--- src/rtl/bal_pkg.sv ---
`timescale 1ns / 1ps
`default_nettype none

package bal_pkg;

	localparam int MODE_W  = 3;
	localparam int DATA_W  = 64;
	localparam int POS_W   = 8;
	localparam int STAT_W  = 2;
	localparam int COUNT_W = 5;
	localparam int ITER_W  = $clog2(POS_W);

	localparam logic [MODE_W-1:0] MODE_APPEND  = 3'd0;
	localparam logic [MODE_W-1:0] MODE_INSERT  = 3'd1;
	localparam logic [MODE_W-1:0] MODE_ROTATE  = 3'd2;
	localparam logic [MODE_W-1:0] MODE_REVERSE = 3'd3;
	localparam logic [MODE_W-1:0] MODE_DISPLAY = 3'd4;

	localparam logic [STAT_W-1:0] STAT_OK     = 2'd0;
	localparam logic [STAT_W-1:0] STAT_FULL   = 2'd1;
	localparam logic [STAT_W-1:0] STAT_EMPTY  = 2'd2;
	localparam logic [STAT_W-1:0] STAT_BADIDX = 2'd3;

	// Reversal ranges: a left rotate by k is rev[0,k-1], rev[k,n-1], rev[0,n-1]
	localparam logic [1:0] PH_HEAD = 2'd0;
	localparam logic [1:0] PH_TAIL = 2'd1;
	localparam logic [1:0] PH_ALL  = 2'd2;

	typedef enum logic [3:0] {
		ST_IDLE,
		ST_SH_STEP,
		ST_SH_WR,
		ST_INS_WR,
		ST_MOD,
		ST_ROT_SET,
		ST_SW_SET,
		ST_SW_CHK,
		ST_SW_RD_LO,
		ST_SW_RD_HI,
		ST_SW_WR_LO,
		ST_SW_WR_HI,
		ST_DSP_RD,
		ST_DSP_OUT,
		ST_RESP
	} state_t;

endpackage

`default_nettype wire

--- src/rtl/bounded_array_list_engine.sv ---
`timescale 1ns / 1ps
`default_nettype none

// Channel  Direction  Handshake           Beat contents
// in       sink       in_valid/in_stall   mode, value, position, to_left
// out      source     out_valid/out_stall element, status, count, last
//
// One command at a time; in_stall is low only while the sequencer is idle.
// Append writes at the end; Insert moves the elements from the position up a slot,
// then writes. Reverse swaps pairs from both ends inward. Rotate reduces the amount
// modulo the count, then runs three reversal passes unless the result is zero.
// Display sends the elements in order; the memory has one read and one write port.
// A stall on out holds the sequencer; reset empties the list, with no clearing pass.
module bounded_array_list_engine #(
	parameter int CAPACITY = 16
) (
	input  wire logic                              clk,
	input  wire logic                              arst_n,
	input  wire logic                              in_valid,
	output logic                                   in_stall,
	input  wire logic [bal_pkg::MODE_W-1:0]        mode,
	input  wire logic signed [bal_pkg::DATA_W-1:0] value,
	input  wire logic [bal_pkg::POS_W-1:0]         position,
	input  wire logic                              to_left,
	output logic                                   out_valid,
	input  wire logic                              out_stall,
	output logic signed [bal_pkg::DATA_W-1:0]      element,
	output logic [bal_pkg::STAT_W-1:0]             status,
	output logic [bal_pkg::COUNT_W-1:0]            count,
	output logic                                   last
);

	localparam int AW = $clog2(CAPACITY);
	localparam int CW = $clog2(CAPACITY + 1);
	localparam int XW = (CW > bal_pkg::POS_W) ? CW : bal_pkg::POS_W;
	localparam int RW = CW + 1;

	bal_pkg::state_t state_q, state_d;

	logic [CW-1:0]                  fill_q;
	logic                           out_valid_q;
	logic [bal_pkg::DATA_W-1:0]     mem_q [CAPACITY];
	logic [bal_pkg::DATA_W-1:0]     rd_q;
	logic [bal_pkg::DATA_W-1:0]     tmp_q;
	logic [bal_pkg::DATA_W-1:0]     value_q;
	logic                           to_left_q;
	logic [bal_pkg::POS_W-1:0]      pos_q;
	logic [AW-1:0]                  cur_q, idx_q, kl_q, lo_q, hi_q, dsp_q;
	logic [RW-1:0]                  rem_q;
	logic [bal_pkg::ITER_W-1:0]     iter_q;
	logic [1:0]                     phase_q;
	logic [bal_pkg::STAT_W-1:0]     st_q;
	logic [bal_pkg::DATA_W-1:0]     element_q;
	logic [bal_pkg::STAT_W-1:0]     status_q;
	logic [bal_pkg::COUNT_W-1:0]    count_q;
	logic                           last_q;

	logic                           in_acc, out_free, full, empty, bad_idx;
	logic [bal_pkg::STAT_W-1:0]     acc_status;
	logic [AW-1:0]                  last_idx;
	logic [RW-1:0]                  rem_sh;
	logic                           rd_en, wr_en, out_load, out_last;
	logic [AW-1:0]                  rd_addr, wr_addr;
	logic [bal_pkg::DATA_W-1:0]     wr_data, out_elem;
	logic [bal_pkg::STAT_W-1:0]     out_stat;

	assign in_stall  = (state_q != bal_pkg::ST_IDLE);
	assign in_acc    = in_valid && !in_stall;
	assign out_free  = !out_valid_q || !out_stall;
	assign full      = (fill_q == CW'(CAPACITY));
	assign empty     = (fill_q == '0);
	assign bad_idx   = (XW'(position) > XW'(fill_q));
	assign last_idx  = AW'(fill_q - CW'(1));
	assign rem_sh    = {rem_q[CW-1:0], pos_q[bal_pkg::POS_W-1]};

	assign out_valid = out_valid_q;
	assign element   = element_q;
	assign status    = status_q;
	assign count     = count_q;
	assign last      = last_q;

	always_comb begin
		case (mode)
			bal_pkg::MODE_APPEND:  acc_status = full ? bal_pkg::STAT_FULL : bal_pkg::STAT_OK;
			bal_pkg::MODE_INSERT: begin
				if (full)
					acc_status = bal_pkg::STAT_FULL;
				else if (bad_idx)
					acc_status = bal_pkg::STAT_BADIDX;
				else
					acc_status = bal_pkg::STAT_OK;
			end
			bal_pkg::MODE_ROTATE, bal_pkg::MODE_REVERSE, bal_pkg::MODE_DISPLAY:
				acc_status = empty ? bal_pkg::STAT_EMPTY : bal_pkg::STAT_OK;
			default:               acc_status = bal_pkg::STAT_OK;
		endcase
	end

	// Next state
	always_comb begin
		state_d = state_q;
		case (state_q)
			bal_pkg::ST_IDLE: begin
				if (in_acc) begin
					if (acc_status != bal_pkg::STAT_OK)
						state_d = bal_pkg::ST_RESP;
					else begin
						case (mode)
							bal_pkg::MODE_APPEND,
							bal_pkg::MODE_INSERT:  state_d = bal_pkg::ST_SH_STEP;
							bal_pkg::MODE_ROTATE:  state_d = bal_pkg::ST_MOD;
							bal_pkg::MODE_REVERSE: state_d = bal_pkg::ST_SW_SET;
							bal_pkg::MODE_DISPLAY: state_d = bal_pkg::ST_DSP_RD;
							default:               state_d = bal_pkg::ST_RESP;
						endcase
					end
				end
			end
			bal_pkg::ST_SH_STEP:
				state_d = (cur_q == idx_q) ? bal_pkg::ST_INS_WR : bal_pkg::ST_SH_WR;
			bal_pkg::ST_SH_WR:   state_d = bal_pkg::ST_SH_STEP;
			bal_pkg::ST_INS_WR:  state_d = bal_pkg::ST_RESP;
			bal_pkg::ST_MOD: begin
				if (iter_q == bal_pkg::ITER_W'(bal_pkg::POS_W - 1))
					state_d = bal_pkg::ST_ROT_SET;
			end
			bal_pkg::ST_ROT_SET:
				state_d = (rem_q == '0) ? bal_pkg::ST_RESP : bal_pkg::ST_SW_SET;
			bal_pkg::ST_SW_SET:  state_d = bal_pkg::ST_SW_CHK;
			bal_pkg::ST_SW_CHK: begin
				if (lo_q < hi_q)
					state_d = bal_pkg::ST_SW_RD_LO;
				else if (phase_q == bal_pkg::PH_ALL)
					state_d = bal_pkg::ST_RESP;
				else
					state_d = bal_pkg::ST_SW_SET;
			end
			bal_pkg::ST_SW_RD_LO: state_d = bal_pkg::ST_SW_RD_HI;
			bal_pkg::ST_SW_RD_HI: state_d = bal_pkg::ST_SW_WR_LO;
			bal_pkg::ST_SW_WR_LO: state_d = bal_pkg::ST_SW_WR_HI;
			bal_pkg::ST_SW_WR_HI: state_d = bal_pkg::ST_SW_CHK;
			bal_pkg::ST_DSP_RD:   state_d = bal_pkg::ST_DSP_OUT;
			bal_pkg::ST_DSP_OUT: begin
				if (out_free)
					state_d = (dsp_q == last_idx) ? bal_pkg::ST_IDLE : bal_pkg::ST_DSP_RD;
			end
			bal_pkg::ST_RESP: begin
				if (out_free)
					state_d = bal_pkg::ST_IDLE;
			end
			default:              state_d = bal_pkg::ST_IDLE;
		endcase
	end

	// Memory port and result strobes
	always_comb begin
		rd_en    = 1'b0;
		rd_addr  = '0;
		wr_en    = 1'b0;
		wr_addr  = '0;
		wr_data  = rd_q;
		out_load = 1'b0;
		out_elem = '0;
		out_stat = st_q;
		out_last = 1'b1;
		case (state_q)
			bal_pkg::ST_SH_STEP: begin
				rd_en   = (cur_q != idx_q);
				rd_addr = cur_q - AW'(1);
			end
			bal_pkg::ST_SH_WR: begin
				wr_en   = 1'b1;
				wr_addr = cur_q;
			end
			bal_pkg::ST_INS_WR: begin
				wr_en   = 1'b1;
				wr_addr = idx_q;
				wr_data = value_q;
			end
			bal_pkg::ST_SW_RD_LO: begin
				rd_en   = 1'b1;
				rd_addr = lo_q;
			end
			bal_pkg::ST_SW_RD_HI: begin
				rd_en   = 1'b1;
				rd_addr = hi_q;
			end
			bal_pkg::ST_SW_WR_LO: begin
				wr_en   = 1'b1;
				wr_addr = lo_q;
			end
			bal_pkg::ST_SW_WR_HI: begin
				wr_en   = 1'b1;
				wr_addr = hi_q;
				wr_data = tmp_q;
			end
			bal_pkg::ST_DSP_RD: begin
				rd_en   = 1'b1;
				rd_addr = dsp_q;
			end
			bal_pkg::ST_DSP_OUT: begin
				out_load = out_free;
				out_elem = rd_q;
				out_stat = bal_pkg::STAT_OK;
				out_last = (dsp_q == last_idx);
			end
			bal_pkg::ST_RESP: begin
				out_load = out_free;
			end
			default: begin
			end
		endcase
	end

	always_ff @(posedge clk) begin
		if (wr_en)
			mem_q[wr_addr] <= wr_data;
	end

	always_ff @(posedge clk) begin
		if (rd_en)
			rd_q <= mem_q[rd_addr];
	end

	always_ff @(posedge clk or negedge arst_n) begin
		if (!arst_n) begin
			state_q     <= bal_pkg::ST_IDLE;
			fill_q      <= '0;
			out_valid_q <= 1'b0;
		end else begin
			state_q <= state_d;
			if (state_q == bal_pkg::ST_INS_WR)
				fill_q <= fill_q + CW'(1);
			if (out_load)
				out_valid_q <= 1'b1;
			else if (!out_stall)
				out_valid_q <= 1'b0;
		end
	end

	always_ff @(posedge clk) begin
		if (out_load) begin
			element_q <= out_elem;
			status_q  <= out_stat;
			count_q   <= bal_pkg::COUNT_W'(fill_q);
			last_q    <= out_last;
		end
		case (state_q)
			bal_pkg::ST_IDLE: begin
				if (in_acc) begin
					value_q   <= value;
					to_left_q <= to_left;
					pos_q     <= position;
					st_q      <= acc_status;
					cur_q     <= AW'(fill_q);
					idx_q     <= (mode == bal_pkg::MODE_APPEND) ? AW'(fill_q) : AW'(position);
					rem_q     <= '0;
					iter_q    <= '0;
					phase_q   <= bal_pkg::PH_ALL;
					dsp_q     <= '0;
				end
			end
			bal_pkg::ST_SH_WR: cur_q <= cur_q - AW'(1);
			// Restoring remainder, one position bit per cycle
			bal_pkg::ST_MOD: begin
				rem_q  <= (rem_sh >= RW'(fill_q)) ? rem_sh - RW'(fill_q) : rem_sh;
				pos_q  <= pos_q << 1;
				iter_q <= iter_q + bal_pkg::ITER_W'(1);
			end
			// Right rotate by k is a left rotate by n - k
			bal_pkg::ST_ROT_SET: begin
				kl_q    <= to_left_q ? AW'(rem_q) : AW'(fill_q - rem_q[CW-1:0]);
				phase_q <= bal_pkg::PH_HEAD;
			end
			bal_pkg::ST_SW_SET: begin
				case (phase_q)
					bal_pkg::PH_HEAD: begin
						lo_q <= '0;
						hi_q <= kl_q - AW'(1);
					end
					bal_pkg::PH_TAIL: begin
						lo_q <= kl_q;
						hi_q <= last_idx;
					end
					default: begin
						lo_q <= '0;
						hi_q <= last_idx;
					end
				endcase
			end
			bal_pkg::ST_SW_CHK: begin
				if (!(lo_q < hi_q) && phase_q != bal_pkg::PH_ALL)
					phase_q <= phase_q + 2'd1;
			end
			bal_pkg::ST_SW_RD_HI: tmp_q <= rd_q;
			bal_pkg::ST_SW_WR_HI: begin
				lo_q <= lo_q + AW'(1);
				hi_q <= hi_q - AW'(1);
			end
			bal_pkg::ST_DSP_OUT: begin
				if (out_free)
					dsp_q <= dsp_q + AW'(1);
			end
			default: begin
			end
		endcase
	end

endmodule

`default_nettype wire

--- config.mk ---
export PLATFORM = sky130hd
export DESIGN_NAME = bounded_array_list_engine
export DESIGN_NICKNAME = d
export VERILOG_FILES = /design/src/rtl/bal_pkg.sv /design/src/rtl/bounded_array_list_engine.sv
export SDC_FILE = /design/constraint.sdc
export NUM_CORES = 2
export LEC_CHECK = 0
export ABC_AREA = 1
export ABC_CLOCK_PERIOD_IN_PS = 7020
export BUFFER_PORTS_ARGS = -buffer_cell sky130_fd_sc_hd__clkbuf_2
export CORE_AREA = 4 4 333 335
export DETAILED_ROUTE_END_ITERATION = 12
export DIE_AREA = 0 0 337 339
export PLACE_DENSITY = 0.73
export SLEW_MARGIN = 20
export SYNTH_ARGS = -nofsm -noshare
export SYNTH_HDL_FRONTEND = slang
export SYNTH_SLANG_ARGS = --single-unit
--- constraint.sdc ---
create_clock -name clk -period 7.02 [get_ports clk]
set_input_delay 1.404 -clock clk [delete_from_list [all_inputs] [get_ports clk]]
set_output_delay 1.404 -clock clk [all_outputs]
set_load 0.05 [all_outputs]
==> flow_summary.toml <==
[detailed_routing]
postRouteAntennaNets = 0
drc_errors = 0
via_per_inst = 5.38
totalWireLength_um = 140000
avgRoutedWirePerCell_um = 19.9
firstDrtPassIters = 8
drt_iter0_markers = 4614
vias = 38000

[clocking]
cts_resized = 0
cts_max_level = 4
clk_pin_slew_worst_paths_ns = 0.06
cts_buffer_depth = 3
cts.sinks = 1344
cts_setup_buffers = 0
cts-root-buf = "clkbuf_16"
clock_latency_ns = 0.74
cts_hold_buf = 0
cts_tree = "built"
numCtsBuffers = 138

[global_routing]
antenna_found_initial = 2
grt_pass1_wl_um = 215000
grt_pass1_vias = 36500
grt-ovfl-total = 0
grt.total_usage_pct = 24.5
grt_max_degree = 157

[logic_synthesis]
ys_top_cells_by_area = "edfxtp_1, nand2_1, nand3_1"
yosys.area.top_type = "edfxtp_1"
synth-seq-cells = 1344
synth_top_area_share_pct = 69.3
synthFlopType = "edfxtp_1"
yosys.cell_types.count = 38
yosys_warnings = 0
synth_cells = 5426
syn_nets = 5537
syn_area_um2 = 57800
synth_edf_count = 1334
async_flop_share_pct = 0.744
syn_avg_cell_area_um2 = 10.7
ys_seq_area_share_pct = 69.7

[floorplan]
rows = 121
die_h_um = 339
die_w_um = 337
start_util_pct = 53.5
fp.coreArea_um2 = 108000
ioPinCount = 154
die_area_um2 = 114000

[min_path]
hold_path.class = "reg2reg"

[worst_setup_path]
cp_top_family = "buffers and inverters"
critPathKind = "reg2reg"
crit_fanout = 144
slowest_stage = "nor2_4"
critPathLaunchType = "flip-flop"
crit_required_ns = 7.50
crit_chain = "inv_2 > nand2_1 > nor2_4 > buf_4 > nand2_1 > nand4_1 > buf_4 > inv_8 > buf_12 > nand3_1 > nand3_1 > nand3_1 > nand2_1"
end_kind = "flip-flop"
worst-path-buf-inv = 5
arrival_ns = 5.24
max_stage_delay_ns = 0.65

[placement]
place_inst = 6813
dp_hpwl_um = 75800
io_buffers = 153
place_congestion = 0.863

[outcome]
status = "complete, no violations"

[sta]
fin_crit_sh_pct = 67.8
rsz0062_at_grt = "false"
slew_headroom_pct = 18.8
tns_ns = 0
worstMarginPinSlew_ns = 1.22
layout_min_cycle_time_ns = 4.76
fmax_mhz = 210
finalSetupViolCount = 0
drv_slew = 0
fin_skew_ns = 0.0235
hold_viol_final = 0

[pwr]
powerDensity_nw_per_um2 = 450
leakage_uw = 0.0275
peakVddDrop_uv = 470

[finish]
drive_gt1_share_pct = 7.87
areaGrowthSynthToFinish_pct = 11.1
finalNonFillerCells = 7058
fin_nets = 5650

[flow_run]
maxCapViolations = 0
[worst paths after layout]
check	depth (start not counted)	startpoint	end	slack, ns
min in group asynchronous	1	arst_n	state_q[3]	0.57
worst max register to register	13	state_q[2]	rd_q[55]	2.26
worst min register to register	0	rd_q[30]	tmp_q[30]	0.48
worst max-delay path	13	state_q[2]	rd_q[55]	2.26
max in group asynchronous	1	arst_n	fill_q[4]	6.20
worst min-delay path	0	rd_q[30]	tmp_q[30]	0.48
[worst register-to-register path: stages, from the launching register on]
cell and delay, ns:
dfrtp_1 0.46, inv_2 0.08, nand2_1 0.16, nor2_4 0.65, buf_4 0.65, nand2_1 0.13, nand4_1 0.13, buf_4 0.54
inv_8 0.49, buf_12 0.51, nand3_1 0.39, nand3_1 0.14, nand3_1 0.13, nand2_1 0.06
[cell type report]
type	count	area [µm²]
clock buffers	176	3740
diodes	1	2.50
well taps	1414	1770
fillers	8458	43900
flip-flops and latches	1344	40300
inverters	1165	4390
multi-input cells	2676	12100
repair buffers	214	1400
clock inverters	68	479
[where the power goes]
part	internal, µW	switching, µW
logic	2350	7240
registers	11800	579
clock network	3940	2970
total	18100	10800
[flip-flops by register name (all words and copies together) (netlist names), 2 cells and up]
name and cells:
mem_q 1024, element 64, rd_q 64, tmp_q 64, value_q 64, pos_q 8, rem_q 6, count 5
fill_q 5, cur_q 4, dsp_q 4, hi_q 4, idx_q 4, kl_q 4, lo_q 4, state_q 4
iter_q 3, phase_q 2, st_q 2, status 2
[through the flow]
stage	hold WS (ns)	utilization, %	setup slack [ns]	total power (µW)	instance area, µm²
2_1_floorplan	0.450	-	0.331	18900	57800
3_3_place_gp	0.462	55.4	2.50	21800	59900
3_5_place_dp	0.464	55.5	2.43	22000	60000
4_1_cts	0.469	59.4	2.43	28900	64200
5_1_grt	0.490	59.4	2.15	30400	64200
6_report	0.475	59.4	2.26	28900	64200
[cells in the final DEF, fill, tap and decap left out, types with 3 or more instances in the layout]
master,n
nand2_1,1404
edfxtp_1,1334
inv_1,1153
nand3_1,975
clkbuf_2,153
clkbuf_16,143
nor2_1,113
buf_4,47
o21ai_0,40
clkinv_1,33
ha_1,29
clkbuf_1,29
a21oi_1,22
nor2_4,21
clkinv_2,21
xor2_1,15
xnor2_1,11
dfrtp_1,10
buf_12,9
nor3_1,8
inv_2,7
nand4_1,7
inv_6,7
bufinv_16,5
nor2_2,4
clkbuf_8,4
o22ai_1,3
buf_16,3
[cell families after synthesis]
group / after synthesis / share of synthesized area [%]
DFF: 1344 / 69.7
and+or+nand+nor: 2543 / 18.8
xor gates and xnor gates: 26 / 0.394
AOI/OAI and AO/OA: 76 / 0.721
buffers and inverters: 1406 / 9.67
adders and majority gates: 31 / 0.697
[layer usage]
layer / part of all wire (%) / vias up / wire length [µm] / track usage [%]
li1: - / 17700 / - / -
met1: 41 / 18100 / 56900 / 34.2
met2: 47 / 1829 / 65600 / 38.9
met3: 9.5 / 281 / 13300 / 4.29
met4: 3.3 / 0 / 4620 / 9.06
met5: 0 / - / 0 / 0
[Yosys cell counts (10+ instances only)]
| cell | count |
|---|---|
| o21ai_0 | 40 |
| ha_1 | 29 |
| nand2_1 | 1405 |
| xnor2_1 | 11 |
| buf_1 | 14 |
| clkbuf_1 | 31 |
| buf_2 | 176 |
| xor2_1 | 15 |
| nor2_1 | 133 |
| nand3_1 | 975 |
| dfrtp_1 | 10 |
| inv_2 | 10 |
| buf_4 | 16 |
| inv_1 | 1154 |
| a21oi_1 | 22 |
| edfxtp_1 | 1334 |
Note: power is estimated with default switching activity, not from simulation.
